## config.mk

```make
export PLATFORM = sky130hd
export DESIGN_NAME = xor_checked_frame_receiver_core_flat
export DESIGN_NICKNAME = d
export VERILOG_FILES = /design/src/hw/rtl/xcfr_pkg.sv /design/src/hw/rtl/xcfr_rx_if.sv /design/src/hw/rtl/xcfr_res_if.sv /design/src/hw/rtl/xcfr_cfg_if.sv /design/src/hw/rtl/xcfr_datapath.sv /design/src/hw/rtl/xcfr_ctrl.sv /design/src/hw/rtl/xor_checked_frame_receiver_core.sv /design/src/flat_wrapper.sv
export SDC_FILE = /design/constraint.sdc
export NUM_CORES = 1
export LEC_CHECK = 0
export BUFFER_PORTS_ARGS = -buffer_cell sky130_fd_sc_hd__buf_4
export CELL_PAD_IN_SITES_DETAIL_PLACEMENT = 1
export CELL_PAD_IN_SITES_GLOBAL_PLACEMENT = 1
export CORE_ASPECT_RATIO = 1.1
export CORE_MARGIN = 3
export CORE_UTILIZATION = 50
export DETAILED_ROUTE_END_ITERATION = 6
export GPL_TIMING_DRIVEN = 0
export PLACE_DENSITY = 0.82
export SLEW_MARGIN = 20
export SYNTH_ARGS = -nofsm -noshare
export SYNTH_HDL_FRONTEND = slang
export SYNTH_SLANG_ARGS = --single-unit
```

## constraint.sdc

```tcl
create_clock -name clk -period 3.5 [get_ports clk]
set_input_delay 0.7 -clock clk [delete_from_list [all_inputs] [get_ports clk]]
set_output_delay 0.7 -clock clk [all_outputs]
set_load 0.01 [all_outputs]
```

## src/hw/rtl/xcfr_pkg.sv

```systemverilog
// ----------------------------------------------------------------------------
// xcfr_pkg
// Shared types and constants of the start/length/XOR frame receiver.
// ----------------------------------------------------------------------------
package xcfr_pkg;

  localparam int unsigned CFG_INDEX_W = 8;

  localparam logic [CFG_INDEX_W-1:0] REG_START_MARKER = 8'd0;
  localparam logic [CFG_INDEX_W-1:0] REG_CHECK_SEED   = 8'd1;

  typedef enum logic [1:0] {
    PH_HUNT  = 2'd0,
    PH_DATA  = 2'd1,
    PH_CHECK = 2'd2,
    PH_DRAIN = 2'd3
  } phase_t;

  // controller -> datapath
  typedef struct packed {
    logic start_frame;
    logic store_byte;
    logic load_read;
    logic advance_read;
  } dp_cmd_t;

  // datapath -> controller
  typedef struct packed {
    logic is_start;
    logic buf_full;
    logic frame_done;
    logic check_match;
    logic payload_empty;
    logic first_last;
    logic next_last;
  } dp_status_t;

endpackage

```

## src/hw/rtl/xcfr_rx_if.sv

```systemverilog
// ----------------------------------------------------------------------------
// xcfr_rx_if
// Received-byte channel: one byte per beat.
// ----------------------------------------------------------------------------
interface xcfr_rx_if;
  logic       valid;
  logic       ready;
  logic [7:0] rx_byte;

  modport source (output valid, output rx_byte, input ready);
  modport sink   (input valid, input rx_byte, output ready);
endinterface

```

## src/hw/rtl/xcfr_res_if.sv

```systemverilog
// ----------------------------------------------------------------------------
// xcfr_res_if
// Result channel: status, payload byte and run marker per beat.
// ----------------------------------------------------------------------------
interface xcfr_res_if;
  logic       valid;
  logic       ready;
  logic       status;
  logic       has_byte;
  logic [7:0] payload_byte;
  logic       last;

  modport source (output valid, output status, output has_byte, output payload_byte,
                  output last, input ready);
  modport sink   (input valid, input status, input has_byte, input payload_byte,
                  input last, output ready);
endinterface

```

## src/hw/rtl/xcfr_cfg_if.sv

```systemverilog
// ----------------------------------------------------------------------------
// xcfr_cfg_if
// Configuration write channel: register index and write data.
// ----------------------------------------------------------------------------
interface xcfr_cfg_if;
  logic                             valid;
  logic                             ready;
  logic [xcfr_pkg::CFG_INDEX_W-1:0] index;
  logic [7:0]                       wdata;

  modport source (output valid, output index, output wdata, input ready);
  modport sink   (input valid, input index, input wdata, output ready);
endinterface

```

## src/hw/rtl/xcfr_datapath.sv

```systemverilog
// ----------------------------------------------------------------------------
// xcfr_datapath
// Frame store, fill count, running XOR check, readout pointer and config regs.
// ----------------------------------------------------------------------------
module xcfr_datapath #(
  parameter int unsigned BUFFER_BYTES = 32
) (
  input  logic                             clk,
  input  logic                             rst,
  input  logic [7:0]                       rx_byte,
  input  logic                             cfg_we,
  input  logic [xcfr_pkg::CFG_INDEX_W-1:0] cfg_index,
  input  logic [7:0]                       cfg_wdata,
  input  xcfr_pkg::dp_cmd_t                cmd,
  output xcfr_pkg::dp_status_t             stat,
  output logic [7:0]                       rd_data
);

  localparam int unsigned AW = $clog2(BUFFER_BYTES);
  localparam int unsigned FW = $clog2(BUFFER_BYTES + 1);
  localparam int unsigned CW = (FW + 1 > 9) ? FW + 1 : 9;

  logic [7:0]    start_marker;
  logic [7:0]    check_seed;
  logic [FW-1:0] fill_count;
  logic [7:0]    running_check;
  logic [7:0]    frame_len;
  logic [AW-1:0] rd_ptr;
  logic [AW-1:0] rd_addr;
  logic [7:0]    len_now;
  logic [7:0]    frame_store [BUFFER_BYTES];

  always_ff @(posedge clk) begin
    if (rst) begin
      start_marker <= '0;
      check_seed   <= '0;
    end else if (cfg_we) begin
      if (cfg_index == xcfr_pkg::REG_START_MARKER) begin
        start_marker <= cfg_wdata;
      end else if (cfg_index == xcfr_pkg::REG_CHECK_SEED) begin
        check_seed <= cfg_wdata;
      end
    end
  end

  always_ff @(posedge clk) begin
    if (rst) begin
      fill_count    <= '0;
      running_check <= '0;
    end else if (cmd.start_frame) begin
      fill_count    <= '0;
      running_check <= check_seed;
    end else if (cmd.store_byte) begin
      fill_count <= fill_count + FW'(1);
      if (fill_count != '0) begin
        running_check <= running_check ^ rx_byte;
      end
    end
  end

  // entry 0 of the store is the length byte; keep a copy for the compare
  always_ff @(posedge clk) begin
    if (cmd.store_byte && fill_count == '0) begin
      frame_len <= rx_byte;
    end
  end

  always_comb begin
    if (cmd.load_read) begin
      rd_addr = AW'(1);
    end else if (cmd.advance_read) begin
      rd_addr = rd_ptr + AW'(1);
    end else begin
      rd_addr = rd_ptr;
    end
  end

  always_ff @(posedge clk) begin
    rd_ptr <= rd_addr;
  end

  always_ff @(posedge clk) begin
    if (cmd.store_byte) begin
      frame_store[fill_count[AW-1:0]] <= rx_byte;
    end
    rd_data <= frame_store[rd_addr];
  end

  assign len_now = (fill_count == '0) ? rx_byte : frame_len;

  always_comb begin
    stat.is_start      = (rx_byte == start_marker);
    stat.buf_full      = (fill_count == FW'(BUFFER_BYTES));
    stat.frame_done    = (CW'(fill_count) + CW'(1) == CW'(len_now));
    stat.check_match   = (rx_byte == running_check);
    stat.payload_empty = (fill_count <= FW'(1));
    stat.first_last    = (fill_count == FW'(2));
    stat.next_last     = (CW'(rd_ptr) + CW'(2) == CW'(fill_count));
  end

endmodule

```

## src/hw/rtl/xcfr_ctrl.sv

```systemverilog
// ----------------------------------------------------------------------------
// xcfr_ctrl
// Frame parser state machine and result register control.
// ----------------------------------------------------------------------------
module xcfr_ctrl (
  input  logic                 clk,
  input  logic                 rst,
  input  logic                 rx_valid,
  output logic                 rx_ready,
  input  logic                 res_ready,
  output logic                 res_valid,
  output logic                 res_status,
  output logic                 res_has_byte,
  output logic                 res_last,
  input  xcfr_pkg::dp_status_t stat,
  output xcfr_pkg::dp_cmd_t    cmd
);

  xcfr_pkg::phase_t state;
  xcfr_pkg::phase_t state_next;
  logic             res_valid_next;
  logic             res_status_next;
  logic             res_has_byte_next;
  logic             res_last_next;
  logic             in_acc;

  always_ff @(posedge clk) begin
    if (rst) begin
      state     <= xcfr_pkg::PH_HUNT;
      res_valid <= 1'b0;
    end else begin
      state     <= state_next;
      res_valid <= res_valid_next;
    end
  end

  always_ff @(posedge clk) begin
    res_status   <= res_status_next;
    res_has_byte <= res_has_byte_next;
    res_last     <= res_last_next;
  end

  assign rx_ready = (state != xcfr_pkg::PH_DRAIN) && (!res_valid || res_ready);
  assign in_acc   = rx_valid && rx_ready;

  always_comb begin
    state_next        = state;
    res_valid_next    = res_valid && !res_ready;
    res_status_next   = res_status;
    res_has_byte_next = res_has_byte;
    res_last_next     = res_last;
    cmd               = '0;
    case (state)
      xcfr_pkg::PH_HUNT: begin
        if (in_acc) begin
          if (stat.is_start) begin
            cmd.start_frame = 1'b1;
            state_next      = xcfr_pkg::PH_DATA;
          end else begin
            res_valid_next    = 1'b1;
            res_status_next   = 1'b1;
            res_has_byte_next = 1'b0;
            res_last_next     = 1'b1;
          end
        end
      end
      xcfr_pkg::PH_DATA: begin
        if (in_acc) begin
          if (stat.buf_full) begin
            // drop the byte and go back to hunting
            res_valid_next    = 1'b1;
            res_status_next   = 1'b1;
            res_has_byte_next = 1'b0;
            res_last_next     = 1'b1;
            state_next        = xcfr_pkg::PH_HUNT;
          end else begin
            cmd.store_byte = 1'b1;
            if (stat.frame_done) begin
              state_next = xcfr_pkg::PH_CHECK;
            end
          end
        end
      end
      xcfr_pkg::PH_CHECK: begin
        if (in_acc) begin
          res_valid_next    = 1'b1;
          res_has_byte_next = 1'b0;
          res_last_next     = 1'b1;
          state_next        = xcfr_pkg::PH_HUNT;
          if (!stat.check_match) begin
            res_status_next = 1'b1;
          end else if (stat.payload_empty) begin
            res_status_next = 1'b0;
          end else begin
            // start payload readout at entry 1
            cmd.load_read     = 1'b1;
            res_status_next   = 1'b0;
            res_has_byte_next = 1'b1;
            res_last_next     = stat.first_last;
            state_next        = xcfr_pkg::PH_DRAIN;
          end
        end
      end
      xcfr_pkg::PH_DRAIN: begin
        if (res_ready) begin
          if (res_last) begin
            state_next = xcfr_pkg::PH_HUNT;
          end else begin
            cmd.advance_read  = 1'b1;
            res_valid_next    = 1'b1;
            res_has_byte_next = 1'b1;
            res_last_next     = stat.next_last;
          end
        end
      end
      default: begin
        state_next = xcfr_pkg::PH_HUNT;
      end
    endcase
  end

endmodule

```

## src/hw/rtl/xor_checked_frame_receiver_core.sv

```systemverilog
// A result beat is registered and shows in the cycle after the byte causing it.
// Throughput: one byte per cycle in hunt, store or check while no result waits.
// A checked payload of n bytes streams out of the frame store read port at one
// beat per cycle while res.ready is high; received bytes stall until it ends.
// Reset (rst, synchronous): hunting for the start byte, both config registers zero,
// no result pending; the frame store is not cleared.
// ----------------------------------------------------------------------------
// xor_checked_frame_receiver_core
// Start/length/XOR-checksum deframer: top level joining controller and datapath.
// ----------------------------------------------------------------------------
module xor_checked_frame_receiver_core #(
  parameter int unsigned BUFFER_BYTES = 32
) (
  input  logic  clk,
  input  logic  rst,
  xcfr_rx_if.sink    rx,
  xcfr_res_if.source res,
  xcfr_cfg_if.sink   cfg
);

  xcfr_pkg::dp_cmd_t    cmd;
  xcfr_pkg::dp_status_t stat;
  logic [7:0]           rd_data;
  logic                 res_has_byte;

  assign cfg.ready = 1'b1;

  xcfr_ctrl u_ctrl (
    .clk          (clk),
    .rst          (rst),
    .rx_valid     (rx.valid),
    .rx_ready     (rx.ready),
    .res_ready    (res.ready),
    .res_valid    (res.valid),
    .res_status   (res.status),
    .res_has_byte (res_has_byte),
    .res_last     (res.last),
    .stat         (stat),
    .cmd          (cmd)
  );

  xcfr_datapath #(
    .BUFFER_BYTES (BUFFER_BYTES)
  ) u_datapath (
    .clk       (clk),
    .rst       (rst),
    .rx_byte   (rx.rx_byte),
    .cfg_we    (cfg.valid),
    .cfg_index (cfg.index),
    .cfg_wdata (cfg.wdata),
    .cmd       (cmd),
    .stat      (stat),
    .rd_data   (rd_data)
  );

  assign res.has_byte     = res_has_byte;
  assign res.payload_byte = res_has_byte ? rd_data : 8'd0;

endmodule

```

## src/flat_wrapper.sv

```systemverilog
// flat-port wrapper written by rule: the top's interface ports become plain ports
module xor_checked_frame_receiver_core_flat 
#(
  parameter int unsigned BUFFER_BYTES = 32
)
  (clk, rst, rx_valid, rx_rx_byte, rx_ready, res_valid, res_status, res_has_byte, res_payload_byte, res_last, res_ready, cfg_valid, cfg_index, cfg_wdata, cfg_ready);
  xcfr_rx_if rx_i ();
  xcfr_res_if res_i ();
  xcfr_cfg_if cfg_i ();
  input  logic clk;
  input  logic rst;
  input wire logic [$bits(rx_i.valid)-1:0] rx_valid;
  input wire logic [$bits(rx_i.rx_byte)-1:0] rx_rx_byte;
  output wire logic [$bits(rx_i.ready)-1:0] rx_ready;
  output wire logic [$bits(res_i.valid)-1:0] res_valid;
  output wire logic [$bits(res_i.status)-1:0] res_status;
  output wire logic [$bits(res_i.has_byte)-1:0] res_has_byte;
  output wire logic [$bits(res_i.payload_byte)-1:0] res_payload_byte;
  output wire logic [$bits(res_i.last)-1:0] res_last;
  input wire logic [$bits(res_i.ready)-1:0] res_ready;
  input wire logic [$bits(cfg_i.valid)-1:0] cfg_valid;
  input wire logic [$bits(cfg_i.index)-1:0] cfg_index;
  input wire logic [$bits(cfg_i.wdata)-1:0] cfg_wdata;
  output wire logic [$bits(cfg_i.ready)-1:0] cfg_ready;
  assign rx_i.valid = rx_valid;
  assign rx_i.rx_byte = rx_rx_byte;
  assign rx_ready = rx_i.ready;
  assign res_valid = res_i.valid;
  assign res_status = res_i.status;
  assign res_has_byte = res_i.has_byte;
  assign res_payload_byte = res_i.payload_byte;
  assign res_last = res_i.last;
  assign res_i.ready = res_ready;
  assign cfg_i.valid = cfg_valid;
  assign cfg_i.index = cfg_index;
  assign cfg_i.wdata = cfg_wdata;
  assign cfg_ready = cfg_i.ready;
  xor_checked_frame_receiver_core #(.BUFFER_BYTES(BUFFER_BYTES)) u_core (.clk(clk), .rst(rst), .rx(rx_i), .res(res_i), .cfg(cfg_i));
endmodule
```

==> flow_metrics.tcl, run 1 <==
set metrics [dict create \
    status "completed" \
    slew_headroom 0.321 \
    cts_tree "built" \
    die_h_microns 179 \
    drive_gt1_frac 0.180 \
    max-cap-violations 0 \
    antenna_found_initial 0 \
    crit_type "flip-flop to flip-flop" \
    syn_inst 1059 \
    n_antenna_cell 0 \
    ys.flop_type "edfxtp_1" \
    maxSlewViolCount 0 \
    postPlaceCellArea_sq_um 14400 \
    hpwl_microns 25600 \
    endpoint_kind "flip-flop" \
    yosysUniqueCellTypes 83 \
    grt_pass1_vias 9835 \
    drt_iter0_markers 1021 \
    synth-seq-cells 313 \
    avgRoutedWirePerCell_microns 26.2 \
    cts_buffers 31 \
    grt_pass1_wl_microns 60100 \
    drc_errors 0 \
    worstPathArrival_ns 3.70 \
    critPathMaxFanout 10 \
    nets 1169 \
    gp_routability_congestion 0.902 \
    port_buffers 40 \
    min_period_ns 3.48 \
    die_w_microns 163 \
    async_reset_ff_frac 0 \
    yosysWarnings 0 \
    synth_nets 1095 \
    vdd_drop_max_uv 420 \
    syn_area_per_cell_sq_um 12.9 \
    num_rows 62 \
    synth_edf_count 267 \
    final_util 0.588 \
    dieArea_sq_um 29300 \
    grt_max_degree 40 \
    detail_route.first_pass.iterations 7 \
    insertion_delay_ns 0.59 \
    design.core.area_sq_um 26500 \
    hold_ws_ns 0.363 \
    min_path_type "primary input to flip-flop" \
    setup-violations-final 0 \
    synth_area_sq_um 13600 \
    pre_cts_slack_ns -0.440 \
    clockBufferDepth 3 \
    hold_violations 0 \
    area_growth_pct 14.3 \
    critPathRequiredTime_ns 3.72 \
    p_leak_nw 5.17 \
    start_kind "flip-flop" \
    final_cell_mix "edfxtp_1 (267), nand2_1 (122), nor2_1 (93)" \
    drtAntennaViolNets 0 \
    io_pins 43 \
    period_share 0.995 \
    powerDensity_nw_per_um2 485 \
    ys_seq_area_frac 0.656 \
    clk_pin_slew_ns 0.07 \
    htree_levels 1 \
    vias_per_cell 6.26 \
    rsz0062_at_grt "true" \
    design_area_sq_um 15600 \
    worst_pin_slew_ns 1.01 \
    wl_microns 39500 \
    clock.fmax_mhz 287 \
    initial_core_util 0.515 \
    layout_commonest_cell "edfxtp_1" \
    clkSinkCount 313 \
    finClkSkew_ns 0.0163 \
    vias 9451 \
    worst_slack_ns 0.0191 \
    grt-ovfl-total 0 \
    grt.total_usage 0.272 \
    cts-root-buf "clkbuf_16" \
]
==> cell usage after synthesis (9+ instances only) <==
cell type	number	share of area
clkbuf_1	23	0.0063
o211ai_1	9	0.0050
mux2i_1	32	0.024
nor4_1	13	0.0060
a21oi_1	14	0.0051
dfxtp_1	46	0.068
a221oi_1	14	0.0090
xor2_1	22	0.014
edfxtp_1	267	0.59
buf_2	15	0.0055
nor2_1	117	0.032
nand3b_1	9	0.0050
inv_1	13	0.0036
and2_1	10	0.0046
a31oi_1	22	0.010
nand3_1	26	0.0096
o21ai_0	54	0.020
o22ai_1	16	0.0074
o221ai_1	17	0.011
xnor2_1	16	0.010
nor3_1	30	0.011
nand2_1	122	0.034
==> power breakdown <==
part | switching [W] | internal (W) | total (W)
Clock | 0.00148 | 0.00188 | 0.00336
Sequential | 0.00000290 | 0.00404 | 0.00404
Combinational | 0.000103 | 0.0000421 | 0.000145
Total | 0.00158 | 0.00597 | 0.00755
==> state kept, by name (all words and copies together), names as in the netlist, 2 cells and up <==
name	flops
u_core.u_datapath.start_marker	8
u_core.u_datapath.frame_len	8
u_core.u_datapath.rd_data	8
u_core.u_ctrl.state	2
u_core.u_datapath.fill_count	6
u_core.u_datapath.frame_store	256
u_core.u_datapath.running_check	8
u_core.u_datapath.check_seed	8
u_core.u_datapath.rd_ptr	5
==> area by class of cell <==
cell class                      count  area [sq um]
Inverter                           14          55.1
Buffer                             58           370
Sequential cell                   313          8940
Clock inverter                     13           144
Multi-Input combinational cell    674          4440
Timing Repair Buffer               41           308
Clock buffer                       45           868
Tap cell                          352           440
Fill cell                        2625         10900
==> timing repair <==
item,4_1_cts,5_1_grt
pin swaps,0,1
hold buffers,0,0
endpoints found under the setup margin,31,264
buffers inserted,0,1
gates resized for setup,4,42
==> cell families after synthesis <==
group / after synthesis / synth area share
flops: 313 / 0.656
fa+ha+maj: 7 / 0.00643
compound gates: 190 / 0.0984
xor+xnor: 42 / 0.0300
other cells: 1 / 0.000275
buf+inv: 72 / 0.0310
simple gates: 393 / 0.141
mux: 41 / 0.0368
==> worst paths after layout <==
check / slack (ns) / from / cells past startpoint / to
max reg2reg: 0.02 / u_core.u_datapath.fill_count[4] / 7 / u_core.u_datapath.frame_store[26][4]
max: 0.02 / u_core.u_datapath.fill_count[4] / 7 / u_core.u_datapath.frame_store[26][4]
min reg2reg: 0.51 / u_core.u_datapath.check_seed[6] / 2 / u_core.u_datapath.check_seed[6]
min: 0.36 / cfg_wdata[2] / 3 / u_core.u_datapath.check_seed[2]
==> metal layers <==
| layer | track usage | up-vias | wire (microns) |
|---|---|---|---|
| li1 | - | 4167 | - |
| met1 | 0.354 | 4817 | 15800 |
| met2 | 0.469 | 382 | 19800 |
| met3 | 0.0414 | 85 | 2600 |
| met4 | 0.0938 | 0 | 1330 |
| met5 | 0 | - | 0 |
==> stage by stage <==
step           power (W)  instances  setup TNS [ns]
6_report         0.00755       1510               0
2_1_floorplan    0.00416       1059               0
3_3_place_gp     0.00426       1451           -5.54
4_1_cts          0.00757       1509               0
5_1_grt          0.00773       1510          -13.15
3_5_place_dp     0.00427       1451           -6.98
==> worst max-delay path: stages (launching register included) <==
cell and delay [ns]:
dfxtp_1 0.32, buf_2 0.20, or3_1 0.13, clkbuf_1 0.46, o21ai_0 0.29, nor2_2 0.40
nand2_1 0.67, nor2_2 0.64
Power figures use the tool's default switching activity.
==> inputs of run 2 (changes only) <==
--- a/config.mk
+++ b/config.mk
@@ -5,15 +5,16 @@
 export SDC_FILE = /design/constraint.sdc
 export NUM_CORES = 1
 export LEC_CHECK = 0
+export ABC_AREA = 1
 export BUFFER_PORTS_ARGS = -buffer_cell sky130_fd_sc_hd__buf_4
 export CELL_PAD_IN_SITES_DETAIL_PLACEMENT = 1
 export CELL_PAD_IN_SITES_GLOBAL_PLACEMENT = 1
 export CORE_ASPECT_RATIO = 1.1
 export CORE_MARGIN = 3
-export CORE_UTILIZATION = 50
+export CORE_UTILIZATION = 44
 export DETAILED_ROUTE_END_ITERATION = 6
 export GPL_TIMING_DRIVEN = 0
-export PLACE_DENSITY = 0.82
+export PLACE_DENSITY = 0.8
 export SLEW_MARGIN = 20
 export SYNTH_ARGS = -nofsm -noshare
 export SYNTH_HDL_FRONTEND = slang
==> constraint.sdc (replaced) <==
create_clock -name clk -period 3.1 [get_ports clk]
set_input_delay 0.62 -clock clk [delete_from_list [all_inputs] [get_ports clk]]
set_output_delay 0.62 -clock clk [all_outputs]
set_load 0.01 [all_outputs]
==> flow_metrics.tcl, run 2 <==
set metrics [dict create \
    max_stage_delay_ns 0.70 \
    status "finished, violations left" \
    clockBufferDepth 3 \
    synth_area_leaders "edfxtp_1 (56%), nand3_1 (8.6%), nand2_1 (6.8%)" \
    ys_seq_area_frac 0.622 \
    cts-root-buf "clkbuf_16" \
    final_util 0.515 \
    nets 1587 \
    initial_core_util 0.452 \
    r2r-start "u_core.u_datapath.fill_count[4]" \
    drtAntennaViolNets 0 \
    min_path_type "primary input to flip-flop" \
    synthAdderAreaFrac 0.00610 \
    die_w_microns 178 \
    min_period_ns 3.11 \
    synth_area_sq_um 14400 \
    cts_buffers 34 \
    postPlaceCellArea_sq_um 15200 \
    hold_depth 3 \
    grt_pass1_wl_microns 65600 \
    worst_slack_ns -0.0137 \
    synth_area_leader_cell "edfxtp_1" \
    start_kind "flip-flop" \
    post-place-cells 1935 \
    grt_max_degree 38 \
    post-cts-setup-buffers 0 \
    max-cap-violations 0 \
    vias 10900 \
    ys.flop_type "edfxtp_1" \
    worst_path_most_repeated_cell "nand2_1" \
    violations "setup timing" \
    n_antenna_cell 0 \
    pre_cts_slack_ns -0.423 \
    design_area_sq_um 16400 \
    detail_route.first_pass.iterations 5 \
    slew_headroom 0.493 \
    worstRegToRegCells 10 \
    dieArea_sq_um 34900 \
    grt_pass1_vias 11400 \
    synthXorXnorAreaFrac 0.0122 \
    antenna_found_initial 0 \
    critPathMaxFanout 10 \
    worstPathArrival_ns 3.26 \
    synthMuxAreaShare 0 \
    synthSimpleGateAreaFrac 0.252 \
    instances_no_fill 1995 \
    fill_cells 3581 \
    period_share 1.00 \
    htree_levels 2 \
    die_h_microns 196 \
    vdd_drop_max_uv 390 \
    hold_violations 0 \
    yosys.area.top_type_share 0.558 \
    cts_tree "built" \
    rrSetupSlack_ns -0.01 \
    num_rows 68 \
    synth.most_common_cell "edfxtp_1" \
    clock.fmax_mhz 321 \
    drt_iter0_markers 803 \
    powerDensity_nw_per_um2 527 \
    worst_pin_slew_ns 0.758 \
    port_buffers 41 \
    drc_errors 0 \
    final_cell_mix "edfxtp_1 (267), nand2_1 (259), nand3_1 (248)" \
    synth-compound-area-share 0.0295 \
    layout_commonest_cell "edfxtp_1" \
    async_reset_ff_frac 0 \
    setup-violations-final 19 \
    cp_cell_sequence "buf_2 -> inv_1 -> nand2_1 -> nor3_1 -> inv_1 -> nand2_1 -> nor2_1 -> buf_2 -> nand2_1 -> nor2_1" \
    clkSinkCount 313 \
    avgRoutedWirePerCell_microns 21.5 \
    drive_gt1_frac 0.134 \
    synth-seq-cells 313 \
    cp_slowest_cell "nor2_1" \
    worstHoldStart "cfg_wdata[5]" \
    grt-ovfl-total 0 \
    synth_edf_count 267 \
    ys_top_cells_by_count "edfxtp_1 (267), nand2_1 (262), nand3_1 (248), inv_1 (186), nor2_1 (160)" \
    insertion_delay_ns 0.52 \
    area_growth_pct 14.0 \
    min_to "u_core.u_datapath.check_seed[5]" \
    vias_per_cell 5.47 \
    endpoint_kind "flip-flop" \
    wl_microns 42900 \
    synth_top_family_by_area "simple AND/OR/NAND/NOR gates" \
    yosysWarnings 0 \
    rr_endpoint "u_core.u_datapath.frame_store[3][3]" \
    yosysUniqueCellTypes 33 \
    syn_inst 1474 \
    clk_pin_slew_ns 0.06 \
    p_leak_nw 6.65 \
    critPathRequiredTime_ns 3.25 \
    design.core.area_sq_um 31800 \
    grt.total_usage 0.248 \
    maxSlewViolCount 0 \
    fin_tns_setup_ns -0.146 \
    crit_type "flip-flop to flip-flop" \
    hpwl_microns 29100 \
    largest_register_ffs 256 \
    synth_nets 1510 \
    syn_area_per_cell_sq_um 9.75 \
    gp_routability_congestion 0.895 \
    rsz0062_at_grt "true" \
    finClkSkew_ns 0.0225 \
    io_pins 43 \
]
run 2: changes by cell type after synthesis, moves of 16 or more:
cell,previous run,this run
or2_2,2,22
nand3_1,26,248
inv_1,13,186
nand3b_1,9,66
o21ai_0,54,34
buf_2,15,43
nand2_1,122,262
o221ai_1,17,0
o22ai_1,16,0
a21oi_1,14,35
mux2i_1,32,0
a31oi_1,22,0
nor3_1,30,7
nor2_1,117,160
run 2: how the worst max path moves through the flow:
stage	start	endpoint	slack, ns
6_report	u_core.u_datapath.fill_count[4]	u_core.u_datapath.frame_store[3][3]	-0.01
5_1_grt	u_core.u_datapath.fill_count[4]	u_core.u_datapath.frame_store[3][5]	-0.22
4_1_cts	u_core.u_datapath.fill_count[4]	u_core.u_datapath.frame_store[1][2]	-0.11
3_5_place_dp	rx_rx_byte[7]	u_core.u_datapath.rd_data[5]	-0.42
3_3_place_gp	rx_rx_byte[3]	u_core.u_datapath.rd_data[5]	-0.33
2_1_floorplan	u_core.u_datapath.fill_count[0]	u_core.u_datapath.frame_store[15][0]	0.63
run 2: kinds of logic (layout without fill, tap and decap cells):
group / after synthesis / count (layout)
buffers and inverters: 269 / 370
xor gates and xnor gates: 20 / 20
adders and majority gates: 7 / 7
DFF: 313 / 313
other: 1 / 1
AOI/OAI and AO/OA: 82 / 82
and+or+nand+nor: 782 / 782
run 2: final cells by class:
cell class                      count  area (sq um)  area share
Clock buffer                       49           917      0.0560
Sequential cell                   313          8940       0.546
Buffer                             73           382      0.0233
Multi-Input combinational cell    892          4440       0.271
Timing Repair Buffer               41           319      0.0195
Tap cell                          420           526      0.0321
Inverter                          196           736      0.0449
Clock inverter                     11           120     0.00733
run 2: per-stage QoR:
stage | power, W | hold WS, ns
2_1_floorplan | 0.00471 | 0.443
3_3_place_gp | 0.00484 | 0.458
3_5_place_dp | 0.00485 | 0.478
4_1_cts | 0.00868 | 0.339
5_1_grt | 0.00886 | 0.354
6_report | 0.00863 | 0.349
run 2: per-layer routing:
metal / part of all wire / GRT usage / routed length (microns)
met1: 0.41 / 0.315 / 17600
met3: 0.049 / 0.0307 / 2110
met4: 0.033 / 0.0797 / 1420
met2: 0.51 / 0.439 / 21800
met5: 0 / 0 / 0
run 2: critical path, delay by kind of cell (launching register included):
| family | cells | cell delay (ns) |
|---|---|---|
| and+or+nand+nor | 6 | 1.76 |
| buffers and inverters | 4 | 0.67 |
| DFF | 1 | 0.31 |
run 2: power breakdown:
| part | internal, W | switching (W) |
|---|---|---|
| clock network | 0.00223 | 0.00164 |
| logic | 0.0000520 | 0.000143 |
| registers | 0.00456 | 0.00000257 |
run 2: repair_timing:
| action | 4_1_cts | 5_1_grt |
|---|---|---|
| resized for setup | 8 | 37 |
| hold buffers | 0 | 0 |
| pin swaps | 0 | 0 |
| setup endpoints to repair | 153 | 255 |
==> inputs of run 3 (changes only) <==
--- a/config.mk
+++ b/config.mk
@@ -6,15 +6,15 @@
 export NUM_CORES = 1
 export LEC_CHECK = 0
 export ABC_AREA = 1
-export BUFFER_PORTS_ARGS = -buffer_cell sky130_fd_sc_hd__buf_4
 export CELL_PAD_IN_SITES_DETAIL_PLACEMENT = 1
 export CELL_PAD_IN_SITES_GLOBAL_PLACEMENT = 1
 export CORE_ASPECT_RATIO = 1.1
 export CORE_MARGIN = 3
-export CORE_UTILIZATION = 44
+export CORE_UTILIZATION = 45
 export DETAILED_ROUTE_END_ITERATION = 6
+export DONT_BUFFER_PORTS = 1
 export GPL_TIMING_DRIVEN = 0
-export PLACE_DENSITY = 0.8
+export PLACE_DENSITY = 0.76
 export SLEW_MARGIN = 20
 export SYNTH_ARGS = -nofsm -noshare
 export SYNTH_HDL_FRONTEND = slang
==> flow_metrics.tcl, run 3 (same netlist as run 2, synthesis figures left out) <==
set metrics [dict create \
    cts-root-buf "clkbuf_16" \
    worst_pin_slew_ns 0.952 \
    period_share 1.02 \
    clkSinkCount 313 \
    htree_levels 2 \
    dieArea_sq_um 34100 \
    min_period_ns 3.18 \
    clk_pin_slew_ns 0.06 \
    slew_headroom 0.364 \
    largest_register_ffs 256 \
    critPathMaxFanout 10 \
    hpwl_microns 28900 \
    hold_buffers 0 \
    grt_max_degree 38 \
    drt_iter0_markers 934 \
    cp_cell_sequence "buf_2 -> inv_1 -> nand2_1 -> nor3_1 -> inv_1 -> nand2_1 -> nor2_1 -> buf_2 -> nand2_1 -> nor2_2" \
    maxSlewViolCount 0 \
    fill_cells 3520 \
    antenna_found_initial 1 \
    vias 10600 \
    clockBufferDepth 3 \
    drtAntennaViolNets 0 \
    avgRoutedWirePerCell_microns 22.0 \
    cts_buffers 34 \
    p_leak_nw 6.48 \
    post-place-cells 1894 \
    insertion_delay_ns 0.52 \
    area_growth_pct 11.9 \
    multiInputGateArea_sq_um 4410 \
    worstPathArrival_ns 3.32 \
    wl_microns 43000 \
    worst_path_most_repeated_cell "nand2_1" \
    status "finished, violations left" \
    grt_pass1_vias 11100 \
    final_util 0.512 \
    drive_gt1_frac 0.110 \
    rsz0062_at_grt "true" \
    crit_start "u_core.u_datapath.fill_count[4]" \
    num_rows 68 \
    cp_slowest_cell "nor2_2" \
    cts_tree "built" \
    nets 1546 \
    crit_type "flip-flop to flip-flop" \
    critPathRequiredTime_ns 3.25 \
    port_buffers 0 \
    grt.total_usage 0.249 \
    worstHoldStart "rx_rx_byte[7]" \
    finClkSkew_ns 0.0170 \
    power.total_w 0.00860 \
    die_w_microns 176 \
    pre_cts_slack_ns -0.0448 \
    endpoint_kind "flip-flop" \
    setup-violations-final 83 \
    io_pins 43 \
    fin_tns_setup_ns -2.25 \
    grt_pass1_wl_microns 64500 \
    rrSetupSlack_ns -0.08 \
    start_kind "flip-flop" \
    die_h_microns 193 \
    initial_core_util 0.458 \
    critPathBufInv 4 \
    hold_violations 0 \
    drc_errors 0 \
    instances_no_fill 1954 \
    powerDensity_nw_per_um2 535 \
    r2r-start "u_core.u_datapath.fill_count[4]" \
    grt-ovfl-total 0 \
    max-cap-violations 0 \
    worst_slack_ns -0.0754 \
    register_area_sq_um 8940 \
    clock.fmax_mhz 315 \
    gp_routability_congestion 0.825 \
    layout_commonest_cell "edfxtp_1" \
    vias_per_cell 5.42 \
    violations "setup timing" \
    post-cts-setup-buffers 0 \
    critical-path-top-delay-family "simple AND/OR/NAND/NOR gates" \
    vdd_drop_max_uv 284 \
    detail_route.first_pass.iterations 5 \
    n_antenna_cell 0 \
    max_stage_delay_ns 0.64 \
    design.core.area_sq_um 31400 \
    min_path_type "primary input to flip-flop" \
    final_cell_mix "edfxtp_1 (267), nand2_1 (262), nand3_1 (248)" \
]
-- run 3: cell types whose count changed in the layout (fill, tap and decap cells not counted), moves of 2 or more --
cell,previous run,this run
nand2_1,259,262
nor2_1,133,139
nand2_2,6,3
buf_6,3,1
buf_2,43,41
nor2_4,11,9
nor2_2,21,17
buf_4,52,13
clkbuf_4,0,2
clkinv_2,0,7
clkbuf_1,27,19
clkbuf_16,34,37
inv_6,2,0
-- run 3: where the power goes --
group	switching (W)	total [W]	internal, W
sequential	0.00000436	0.00457	0.00456
combinational	0.0000490	0.0000723	0.0000233
clock	0.00163	0.00396	0.00233
-- run 3: final timing paths --
path	end	cells after the start
setup / recovery	u_core.u_datapath.frame_store[10][7]	10
hold / removal	u_core.u_datapath.frame_len[7]	0
setup reg to reg	u_core.u_datapath.frame_store[10][7]	10
hold reg to reg	u_core.u_datapath.start_marker[6]	2
-- run 3: layout make-up --
type | count | area share
Clock buffer | 43 | 0.0590
Multi-Input combinational cell | 892 | 0.274
Inverter | 196 | 0.0457
Buffer | 73 | 0.0243
Sequential cell | 313 | 0.556
Clock inverter | 17 | 0.00825
Tap cell | 420 | 0.0327
-- run 3: metrics by stage --
| stage | hold slack (ns) | cell area, sq um |
|---|---|---|
| floorplan | 0.443 | 14400 |
| detailed placement | 0.478 | 14900 |
| CTS | 0.187 | 16000 |
| global placement | 0.459 | 14900 |
| finish | 0.201 | 16100 |
| global route | 0.187 | 16100 |
-- run 3: what timing repair did --
action,CTS,global route
pin swaps,0,0
hold endpoints to repair,0,0
endpoints found under the setup margin,81,256
resized for setup,4,30
-- run 3: layer usage --
| layer | wire [microns] | vias to the layer above | GRT usage |
|---|---|---|---|
| li1 | - | 4972 | - |
| met1 | 17100 | 5203 | 0.308 |
| met2 | 21600 | 308 | 0.430 |
| met3 | 2480 | 102 | 0.0450 |
| met4 | 1800 | 2 | 0.104 |
| met5 | 11 | - | 0 |
